File: src/rtl/dcspi_pkg.sv
// ----------------------------------------------------------------------------
// dcspi_pkg
// Shared widths, constants and register codes for the two-channel speed
// PID controller.
// ----------------------------------------------------------------------------
package dcspi_pkg;

  localparam int CHANNELS       = 2;
  localparam int CH_W           = (CHANNELS > 1) ? $clog2(CHANNELS) : 1;
  localparam int GAIN_FRAC_BITS = 8;

  localparam int FUNC_W  = 1;
  localparam int SPEED_W = 16;
  localparam int DRIVE_W = 8;
  localparam int GAIN_W  = 12;
  localparam int BIAS_W  = 8;
  localparam int ERR_W   = SPEED_W + 1;
  localparam int DIFF_W  = ERR_W + 1;
  localparam int INTEG_W = 24;

  localparam int CFG_IDX_W  = 3;
  localparam int CFG_DATA_W = GAIN_W;

  localparam logic signed [DRIVE_W-1:0] DRIVE_MAX = 8'sd100;
  localparam logic signed [DRIVE_W-1:0] DRIVE_MIN = -8'sd100;
  localparam logic signed [INTEG_W-1:0] INTEG_CLIP = 24'sd100;

  localparam logic [GAIN_W-1:0] GAIN_P_RST = 12'd640;
  localparam logic [GAIN_W-1:0] GAIN_I_RST = 12'd179;
  localparam logic [GAIN_W-1:0] GAIN_D_RST = 12'd0;
  localparam logic signed [BIAS_W-1:0] BIAS_FIRST_RST  = 8'sd0;
  localparam logic signed [BIAS_W-1:0] BIAS_SECOND_RST = 8'sd1;

  typedef enum logic [CFG_IDX_W-1:0] {
    REG_GAIN_P      = 3'd0,
    REG_GAIN_I      = 3'd1,
    REG_GAIN_D      = 3'd2,
    REG_BIAS_FIRST  = 3'd3,
    REG_BIAS_SECOND = 3'd4
  } cfg_reg_t;

endpackage

File: src/rtl/dcspi_if.sv
// ----------------------------------------------------------------------------
// dcspi_if
// Valid/ready channels of the speed PID controller: speed samples in,
// drive commands out.
// ----------------------------------------------------------------------------
interface dcspi_in_if;
  logic                                      valid;
  logic                                      ready;
  logic [dcspi_pkg::FUNC_W-1:0]              func;
  logic signed [dcspi_pkg::SPEED_W-1:0]      speed;
  logic signed [dcspi_pkg::SPEED_W-1:0]      target;

  modport source (output valid, output func, output speed, output target, input ready);
  modport sink   (input valid, input func, input speed, input target, output ready);
endinterface

interface dcspi_out_if;
  logic                                      valid;
  logic                                      ready;
  logic signed [dcspi_pkg::DRIVE_W-1:0]      drive;

  modport source (output valid, output drive, input ready);
  modport sink   (input valid, input drive, output ready);
endinterface

File: src/rtl/dual_channel_speed_pi_controller_unit.sv
// ----------------------------------------------------------------------------
// dual_channel_speed_pi_controller_unit
// Two-channel positional PID speed loop with integral clip and drive clamp.
// ----------------------------------------------------------------------------
// Each transfer on in_ch names a channel and carries a measured speed and a
// target; one drive command in -100..100 comes back on out_ch for each one,
// in order. It takes one sample per clock cycle unless out_ch stalls; each
// sample passes the input register, then the result register. The
// per-channel integral and error history are read, used and written back
// between the two registers, so a sample on the same channel may follow in
// the very next cycle. The result register frees the input side while a
// drive waits on out_ch.ready. The user must write gains and biases through
// cfg_we/cfg_idx/cfg_wdata only while idle; the block does not enforce it.
module dual_channel_speed_pi_controller_unit (
  input  logic                               clk,
  input  logic                               rst_n,
  dcspi_in_if.sink                           in_ch,
  dcspi_out_if.source                        out_ch,
  input  logic                               cfg_we,
  input  logic [dcspi_pkg::CFG_IDX_W-1:0]    cfg_idx,
  input  logic [dcspi_pkg::CFG_DATA_W-1:0]   cfg_wdata
);

  localparam int FB     = dcspi_pkg::GAIN_FRAC_BITS;
  localparam int ERR_W  = dcspi_pkg::ERR_W;
  localparam int DIFF_W = dcspi_pkg::DIFF_W;
  localparam int INT_W  = dcspi_pkg::INTEG_W;
  localparam int G_W    = dcspi_pkg::GAIN_W;
  localparam int P_W    = G_W + 1 + ERR_W;
  localparam int I_W    = G_W + 1 + INT_W;
  localparam int D_W    = G_W + 1 + DIFF_W;
  localparam int ACC_W  = I_W + 2;

  // configuration registers
  logic [G_W-1:0]                            gain_p_r, gain_i_r, gain_d_r;
  logic signed [dcspi_pkg::BIAS_W-1:0]       bias_first_r, bias_second_r;

  // input register
  logic                                      in_valid_r;
  logic [dcspi_pkg::FUNC_W-1:0]              func_r;
  logic signed [dcspi_pkg::SPEED_W-1:0]      speed_r, target_r;

  // result register
  logic                                      out_valid_r;
  logic signed [dcspi_pkg::DRIVE_W-1:0]      drive_r, drive_nxt;

  // per-channel loop state
  logic signed [INT_W-1:0]                   integ_r [dcspi_pkg::CHANNELS];
  logic signed [ERR_W-1:0]                   last_err_r [dcspi_pkg::CHANNELS];
  logic signed [ERR_W-1:0]                   prior_err_r [dcspi_pkg::CHANNELS];

  logic                                      advance;
  logic [dcspi_pkg::CH_W-1:0]                ch;
  logic signed [ERR_W-1:0]                   err;
  logic signed [INT_W-1:0]                   integ_cur, integ_clip, integ_nxt;
  logic signed [INT_W:0]                     integ_sum;
  logic signed [DIFF_W-1:0]                  diff;
  logic signed [P_W-1:0]                     prod_p;
  logic signed [I_W-1:0]                     prod_i;
  logic signed [D_W-1:0]                     prod_d;
  logic signed [dcspi_pkg::BIAS_W-1:0]       bias;
  logic signed [ACC_W-1:0]                   acc, quot;

  assign advance      = in_valid_r && (!out_valid_r || out_ch.ready);
  assign in_ch.ready  = !in_valid_r || advance;
  assign out_ch.valid = out_valid_r;
  assign out_ch.drive = drive_r;

  // ---------------------------------------------------------------- config
  always_ff @(posedge clk) begin
    if (!rst_n) begin
      gain_p_r      <= dcspi_pkg::GAIN_P_RST;
      gain_i_r      <= dcspi_pkg::GAIN_I_RST;
      gain_d_r      <= dcspi_pkg::GAIN_D_RST;
      bias_first_r  <= dcspi_pkg::BIAS_FIRST_RST;
      bias_second_r <= dcspi_pkg::BIAS_SECOND_RST;
    end else if (cfg_we) begin
      case (dcspi_pkg::cfg_reg_t'(cfg_idx))
        dcspi_pkg::REG_GAIN_P:      gain_p_r      <= cfg_wdata;
        dcspi_pkg::REG_GAIN_I:      gain_i_r      <= cfg_wdata;
        dcspi_pkg::REG_GAIN_D:      gain_d_r      <= cfg_wdata;
        dcspi_pkg::REG_BIAS_FIRST:  bias_first_r  <= $signed(cfg_wdata[dcspi_pkg::BIAS_W-1:0]);
        dcspi_pkg::REG_BIAS_SECOND: bias_second_r <= $signed(cfg_wdata[dcspi_pkg::BIAS_W-1:0]);
        default: ;
      endcase
    end
  end

  // ---------------------------------------------------------------- compute
  always_comb begin
    if (dcspi_pkg::CHANNELS > 1) begin
      ch = dcspi_pkg::CH_W'(func_r % dcspi_pkg::CHANNELS);
    end else begin
      ch = '0;
    end
    err  = ERR_W'(target_r) - ERR_W'(speed_r);
    bias = (ch == '0) ? bias_first_r : bias_second_r;

    integ_cur  = integ_r[ch];
    integ_clip = (integ_cur > dcspi_pkg::INTEG_CLIP) ? dcspi_pkg::INTEG_CLIP : integ_cur;
    diff       = DIFF_W'(last_err_r[ch]) - DIFF_W'(prior_err_r[ch]);

    prod_p = $signed({1'b0, gain_p_r}) * err;
    prod_i = $signed({1'b0, gain_i_r}) * integ_clip;
    prod_d = $signed({1'b0, gain_d_r}) * diff;

    acc = ACC_W'(prod_p) + ACC_W'(prod_i) + ACC_W'(prod_d)
        + ACC_W'($signed({bias, {FB{1'b0}}}));

    // divide by the gain scale, truncating toward zero
    quot = acc >>> FB;
    if (acc[ACC_W-1] && (acc[FB-1:0] != '0)) begin
      quot = quot + ACC_W'(1);
    end

    if (quot > ACC_W'(dcspi_pkg::DRIVE_MAX)) begin
      drive_nxt = dcspi_pkg::DRIVE_MAX;
    end else if (quot < ACC_W'(dcspi_pkg::DRIVE_MIN)) begin
      drive_nxt = dcspi_pkg::DRIVE_MIN;
    end else begin
      drive_nxt = quot[dcspi_pkg::DRIVE_W-1:0];
    end

    // accumulate, saturating to the integral's range
    integ_sum = (INT_W + 1)'(integ_clip) + (INT_W + 1)'(err);
    if (integ_sum[INT_W] != integ_sum[INT_W-1]) begin
      integ_nxt = integ_sum[INT_W] ? {1'b1, {(INT_W-1){1'b0}}} : {1'b0, {(INT_W-1){1'b1}}};
    end else begin
      integ_nxt = integ_sum[INT_W-1:0];
    end
  end

  // ---------------------------------------------------------------- pipeline
  always_ff @(posedge clk) begin
    if (!rst_n) begin
      in_valid_r  <= 1'b0;
      out_valid_r <= 1'b0;
    end else begin
      if (in_ch.ready) begin
        in_valid_r <= in_ch.valid;
      end
      if (advance) begin
        out_valid_r <= 1'b1;
      end else if (out_ch.ready) begin
        out_valid_r <= 1'b0;
      end
    end
  end

  always_ff @(posedge clk) begin
    if (in_ch.valid && in_ch.ready) begin
      func_r   <= in_ch.func;
      speed_r  <= in_ch.speed;
      target_r <= in_ch.target;
    end
    if (advance) begin
      drive_r <= drive_nxt;
    end
  end

  // update the channel's history as its result is taken into the output
  always_ff @(posedge clk) begin
    if (!rst_n) begin
      for (int c = 0; c < dcspi_pkg::CHANNELS; c++) begin
        integ_r[c]     <= '0;
        last_err_r[c]  <= '0;
        prior_err_r[c] <= '0;
      end
    end else if (advance) begin
      integ_r[ch]     <= integ_nxt;
      last_err_r[ch]  <= err;
      prior_err_r[ch] <= last_err_r[ch];
    end
  end

`ifndef SYNTH
  a_drive_range: assert property (@(posedge clk) disable iff (!rst_n)
    out_valid_r |-> (drive_r <= dcspi_pkg::DRIVE_MAX && drive_r >= dcspi_pkg::DRIVE_MIN))
    else $error("drive outside clamp range");

  a_advance_fills: assert property (@(posedge clk) disable iff (!rst_n)
    advance |=> out_valid_r)
    else $error("advanced item lost before the result register");

  a_stall_holds: assert property (@(posedge clk) disable iff (!rst_n)
    (in_valid_r && out_valid_r && !out_ch.ready) |-> !in_ch.ready)
    else $error("input taken while both stages are full");

  a_stall_keeps: assert property (@(posedge clk) disable iff (!rst_n)
    (in_valid_r && !advance) |=> (in_valid_r && $stable(speed_r) && $stable(target_r)))
    else $error("stalled input item changed");
`endif

endmodule

File: src/flat_wrapper.sv
// flat-port wrapper written by rule: the top's interface ports become plain ports
module dual_channel_speed_pi_controller_unit_flat 
  (clk, rst_n, cfg_we, cfg_idx, cfg_wdata, in_ch_valid, in_ch_func, in_ch_speed, in_ch_target, in_ch_ready, out_ch_valid, out_ch_drive, out_ch_ready);
  dcspi_in_if in_ch_i ();
  dcspi_out_if out_ch_i ();
  input  logic clk;
  input  logic rst_n;
  input  logic cfg_we;
  input  logic [dcspi_pkg::CFG_IDX_W-1:0] cfg_idx;
  input  logic [dcspi_pkg::CFG_DATA_W-1:0] cfg_wdata;
  input wire logic [$bits(in_ch_i.valid)-1:0] in_ch_valid;
  input wire logic [$bits(in_ch_i.func)-1:0] in_ch_func;
  input wire logic [$bits(in_ch_i.speed)-1:0] in_ch_speed;
  input wire logic [$bits(in_ch_i.target)-1:0] in_ch_target;
  output wire logic [$bits(in_ch_i.ready)-1:0] in_ch_ready;
  output wire logic [$bits(out_ch_i.valid)-1:0] out_ch_valid;
  output wire logic [$bits(out_ch_i.drive)-1:0] out_ch_drive;
  input wire logic [$bits(out_ch_i.ready)-1:0] out_ch_ready;
  assign in_ch_i.valid = in_ch_valid;
  assign in_ch_i.func = in_ch_func;
  assign in_ch_i.speed = in_ch_speed;
  assign in_ch_i.target = in_ch_target;
  assign in_ch_ready = in_ch_i.ready;
  assign out_ch_valid = out_ch_i.valid;
  assign out_ch_drive = out_ch_i.drive;
  assign out_ch_i.ready = out_ch_ready;
  dual_channel_speed_pi_controller_unit u_core (.clk(clk), .rst_n(rst_n), .in_ch(in_ch_i), .out_ch(out_ch_i), .cfg_we(cfg_we), .cfg_idx(cfg_idx), .cfg_wdata(cfg_wdata));
endmodule
File: config.mk
export PLATFORM = sky130hd
export DESIGN_NAME = dual_channel_speed_pi_controller_unit_flat
export DESIGN_NICKNAME = d
export VERILOG_FILES = /design/src/rtl/dcspi_pkg.sv /design/src/rtl/dcspi_if.sv /design/src/rtl/dual_channel_speed_pi_controller_unit.sv /design/src/flat_wrapper.sv
export SDC_FILE = /design/constraint.sdc
export NUM_CORES = 2
export LEC_CHECK = 0
export BUFFER_PORTS_ARGS = -buffer_cell sky130_fd_sc_hd__buf_2
export CAP_MARGIN = 20
export CORE_MARGIN = 2
export CORE_UTILIZATION = 35
export CTS_CLUSTER_DIAMETER = 200
export DETAILED_ROUTE_END_ITERATION = 12
export SLEW_MARGIN = 20
export SYNTH_ARGS = -nofsm -noshare
export SYNTH_HDL_FRONTEND = slang
export SYNTH_SLANG_ARGS = --single-unit
File: constraint.sdc
create_clock -name clk -period 24.9 [get_ports clk]
set_clock_uncertainty 0.1 [all_clocks]
set_input_delay 3.735 -clock clk [delete_from_list [all_inputs] [get_ports clk]]
set_output_delay 3.735 -clock clk [all_outputs]
set_load 0.02 [all_outputs]
Word-level counts from Yosys, hierarchy flattened

Memories as Yosys holds them, arrays and structs flattened. A register that Yosys moved wholly into a read port is not among the register bits.
Index checks and enable logic that the tools add are counted.

Memory bits (writable): 116
Memories: 3
Word-level logic and storage cells: 76
Register bits: 95
Bits in latches: 0
Bits in read-only memories: 0
Input bits: 53

Shift-type cells: 0
Bitwise gates (word level): 0
Div/mod/pow operators: 0
Multipliers: 3
Reductions and logical operators: 19
Muxes and demuxes: 24
$lt $le $gt $ge: 3
Add/subtract/negate cells: 7
Equal/unequal tests: 5

Memories:

| name               | words | width | rd ports | clocked after memory_dff | write ports | RTL line                                    | RTL |
|---|---|---|---|---|---|---|---|
| u_core.integ_r     | 2     | 24    | 1        | 1                        | 2           | dual_channel_speed_pi_controller_unit.sv:48 | `logic signed [INT_W-1:0] integ_r [dcspi_pkg::CHANNELS];` |
| u_core.last_err_r  | 2     | 17    | 1        | 1                        | 2           | dual_channel_speed_pi_controller_unit.sv:49 | `logic signed [ERR_W-1:0] last_err_r [dcspi_pkg::CHANNELS];` |
| u_core.prior_err_r | 2     | 17    | 1        | 1                        | 2           | dual_channel_speed_pi_controller_unit.sv:50 | `logic signed [ERR_W-1:0] prior_err_r [dcspi_pkg::CHANNELS];` |

Operator list:

| kind                  | count |
|---|---|
| $mux 24               | 4 |
| $add 38x31->39        | 1 |
| $add 39x16->39        | 1 |
| $gt 39x8->1 const B   | 1 |
| $lt 39x8->1 const B   | 1 |
| $mux 39               | 1 |
| $add 30x37->38        | 1 |
| $mul 13x24->37        | 1 |
| $mux 17               | 2 |
| $reduce_or 17->1      | 2 |
| $add 31x2->32 const B | 1 |
| $mul 13x18->31        | 1 |
| $mul 13x17->30        | 1 |
| $add 24x17->25        | 1 |
| $gt 24x8->1 const B   | 1 |
| $reduce_or 24->1      | 1 |
| $sub 17x17->18        | 1 |
| $sub 16x16->17        | 1 |
| $mux 8                | 2 |
| $mux 1                | 15 |
| $reduce_and 2->1      | 5 |
| $reduce_bool 8->1     | 1 |
| $eq 3x2->1 const B    | 2 |
| $eq 3x1->1 const B    | 1 |
| 8 further kinds       | 12 |

Logic depth before layout (Yosys ltp)

Word-level depth: 11
Gate-level depth with buffers: 53
Depth with buffers taken out: 47

Least setup slack after synthesis

No wires, ideal clock.

Path kind: register to register
From: register with a tool-made name
To: register u_core.drive_r, in the netlist u_core.out_ch.drive[3], data pin
Arrival time: 12.730 ns
Setup slack: 11.811 ns
Cell stages (with the launch flop): 51
Buffers on the path: 4
Cells stage by stage: dfxtp_1 -> clkbuf_1 -> buf_1 -> buf_1 -> mux2i_1 -> ha_1 -> nor2b_1 -> o21ai_0 -> a21boi_0 -> o21ai_0 -> a21boi_0 -> o21ai_0 -> a21boi_0 -> o21ai_0 -> a21boi_0 -> o211ai_1 -> a21oi_1 -> o31ai_1 -> (+15 left out) -> inv_1 -> fa_1 -> inv_1 -> ha_1 -> nand4_1 -> or3_1 -> or3_1 -> a211o_1 -> a31oi_4 -> o21a_4 -> nand4_4 -> or3_1 -> a2111oi_2 -> o2111ai_1 -> nor4_2 -> nand4_1 -> and2_4 -> o31a_1

RTL lines:

| item                 | RTL line                                     | RTL |
|---|---|---|
| to (signal assigned) | dual_channel_speed_pi_controller_unit.sv:157 | `drive_r <= drive_nxt;` |
| to (decl)            | dual_channel_speed_pi_controller_unit.sv:45  | `logic signed [dcspi_pkg::DRIVE_W-1:0] drive_r, drive_nxt;` |

==> results.py <==
metrics = {
    "yosys": {
        "synthCells": 4273,
        "synth_fa_ha_area_share_pct": 48.2,
        "yosysMostFrequentCell": "inv_1",
        "synth_compound_area_share_pct": 7.37,
        "synthTopCellsByCount": "933 x inv_1, 822 x fa_1, 564 x nand2_1, 335 x and2_1, 238 x ha_1",
        "async_flop_share_pct": 0,
        "synth_flop_cell": "edfxtp_1",
        "synth.avg_cell_area_um2": 9.44,
        "yosysSeqAreaShare_pct": 14.4,
        "synth_mux_area_share_pct": 1.75,
        "syn_area_um2": 40300,
        "synthSimpleGateAreaFrac_pct": 16.0,
        "synth_nets": 5386,
        "synth_cell_types": 98,
        "synth_top_family_by_area": "adder cells",
        "synth_edf_count": 157,
        "synth_warnings": 0,
        "synth_top_area_share_pct": 40.8,
        "post-synth-top-area-cell": "fa_1",
        "synth_seq_cells": 212,
        "synthXorXnorAreaFrac_pct": 1.73,
        "synth.area.top_cells": "fa_1 41%, edfxtp_1 12%, inv_1 8.7%",
    },
    "routing": {
        "initialDrtViolationCount": 1919,
        "drt_pass1_iterations": 6,
        "antenna_left": 0,
        "drc": 0,
        "drt_wl_total_um": 117000,
        "wl_per_cell_um": 20.2,
        "avgViaCountPerCell": 5.04,
        "via_count": 29200,
    },
    "timing": {
        "max_freq_mhz": 66.9,
        "finalHoldViolations": 0,
        "finalSetupTns_ns": 0,
        "max_slew_margin_pct": 23.7,
        "slew_violations": 0,
        "setup_viol": 0,
        "rsz0062_at_grt": "no",
        "worst_pin_slew_ns": 1.14,
        "layout_min_cycle_time_ns": 14.96,
        "fin_crit_sh_pct": 60.1,
    },
    "status": {
        "status": "finished, final reports clean",
    },
    "global_routing": {
        "grt_pass1_wl_um": 185000,
        "antenna_found_initial": 10,
        "grt_max_degree": 64,
        "grt-ovfl-total": 0,
        "grt_pass1_vias": 31700,
        "gr-usage-all-layers_pct": 20.6,
    },
    "clock_tree": {
        "ctsResizeCount": 0,
        "insertion_delay_ns": 0.58,
        "cts_buffers": 25,
        "cts.path.max_buffers": 3,
        "hold_buffers": 0,
        "cts.sinks": 212,
        "root_buffer": "clkbuf_16",
        "h-tree-depth": 1,
        "clkSlewWorstSetupHoldPaths_ns": 0.06,
        "post_cts_buffers": 0,
        "cts_tree": "built",
    },
    "cells_and_area": {
        "syn_to_final_growth_pct": 7.38,
        "n_fill_cell": 11500,
        "drive_gt1_share_pct": 6.32,
        "nets": 5368,
    },
    "critical_path": {
        "crit_path_top_delay_cell": "buf_4",
        "critPathMaxFanout": 63,
        "r2r_slack_ns": 9.94,
        "max_stage_delay_ns": 0.79,
        "cp-end-kind": "flop",
        "crit_top_cell": "fa_1",
        "arrival_ns": 15.18,
        "worstSetupPathType": "flop to flop",
        "cp.required_ns": 25.13,
        "start_kind": "flop",
    },
    "job": {
        "max_cap_violations": 0,
    },
    "place": {
        "place.gp.congestion": 0.921,
        "io_buffers": 62,
        "hpwlAfterDp_um": 96000,
    },
    "floorplan": {
        "dieHeight_um": 343,
        "die-area_um2": 118000,
        "die_w_um": 343,
        "io_pins": 63,
        "row_count": 124,
        "start_util_pct": 35.3,
        "core_area_um2": 114000,
    },
    "min_path": {
        "min_path_type": "flop to flop",
    },
}
==> path summary, 6_finish.rpt <==
| path | from | endpoint | cells past startpoint |
|---|---|---|---|
| max | flop | u_core.out_ch.drive[3] | 46 |
| min | u_core.bias_first_r[7] | u_core.bias_first_r[7] | 2 |
| max reg2reg | flop | u_core.out_ch.drive[3] | 46 |
| min reg2reg | u_core.bias_first_r[7] | u_core.bias_first_r[7] | 2 |
==> sequential cells by signal, indices dropped and copies added (netlist names), 12 cells and up, named ones only <==
name / flops
u_core.gain_d_r: 12
u_core.gain_i_r: 12
u_core.gain_p_r: 12
u_core.integ_r: 48
u_core.last_err_r: 34
u_core.prior_err_r: 34
u_core.speed_r: 16
u_core.target_r: 16
==> metal layers <==
metal | part of all wire (%) | vias to the layer above | GRT usage, %
met2 | 47 | 944 | 33.9
met1 | 41 | 14900 | 26.6
li1 | - | 13100 | -
met5 | 0 | - | 0
met3 | 8.3 | 237 | 5.13
met4 | 3.6 | 0 | 6.59
==> stage by stage <==
step	worst slack [ns]	utilization (%)	cells	hold WS [ns]	cell area [um^2]
2_1_floorplan	11.81	-	4273	0.335	40300
3_3_place_gp	10.09	37.1	5738	0.352	42400
3_5_place_dp	10.16	37.1	5738	0.360	42500
4_1_cts	10.10	37.9	5784	0.369	43300
5_1_grt	8.97	37.9	5786	0.385	43300
6_report	9.94	37.9	5788	0.369	43300
==> critical path, delay by kind of cell, from the launching register on <==
kind,cells,cell delay (ns)
mux,1,0.42
fa+ha+maj,11,5.33
xor+xnor,1,0.48
buf+inv,6,1.06
flops,1,0.33
simple gates,7,1.78
compound gates,20,5.19
==> area by class of cell <==
class                           count  area (um^2)  share of cell area, %
Inverter                          933         3500                   8.09
Antenna cell                        2         5.00                 0.0116
Multi-Input combinational cell   2937        30300                   70.0
Timing Repair Buffer              146          941                   2.17
Tap cell                         1512         1890                   4.37
Clock buffer                       36          709                   1.64
Clock inverter                     10          125                  0.289
Sequential cell                   212         5820                   13.4
==> cells by family (layout without fill, tap and decap cells) <==
logic type      after synthesis  in the layout
compound gates              431            431
xor+xnor                     78             78
fa+ha+maj                  1060           1060
buf+inv                    1124           1125
flops                       212            212
mux                          69             69
other cells                   0              2
simple gates               1299           1299
==> cells in the final DEF (no fill, tap or decap), types with 9 or more instances in the layout <==
cell / instances
inv_1: 933
fa_1: 822
nand2_1: 562
and2_1: 335
ha_1: 238
edfxtp_1: 157
nor2_1: 134
o21ai_0: 108
buf_4: 84
a21oi_1: 75
buf_2: 62
a21boi_0: 58
mux2i_1: 58
dfxtp_1: 53
xnor2_1: 47
nor2b_1: 42
nand3_1: 38
xor2_1: 29
nor4_1: 26
a21o_1: 26
and3_1: 26
clkbuf_16: 26
nor3_1: 25
nand2b_1: 19
nand4_1: 18
o21a_1: 17
o21bai_1: 12
mux2_2: 11
nor2_2: 11
a31oi_1: 10
o211ai_1: 10
or3_1: 9
a31o_2: 9
or2_2: 9
o22ai_1: 9
Power is not shown: default switching activity piles up to over one toggle a cycle in this logic, so the estimate is an artifact.
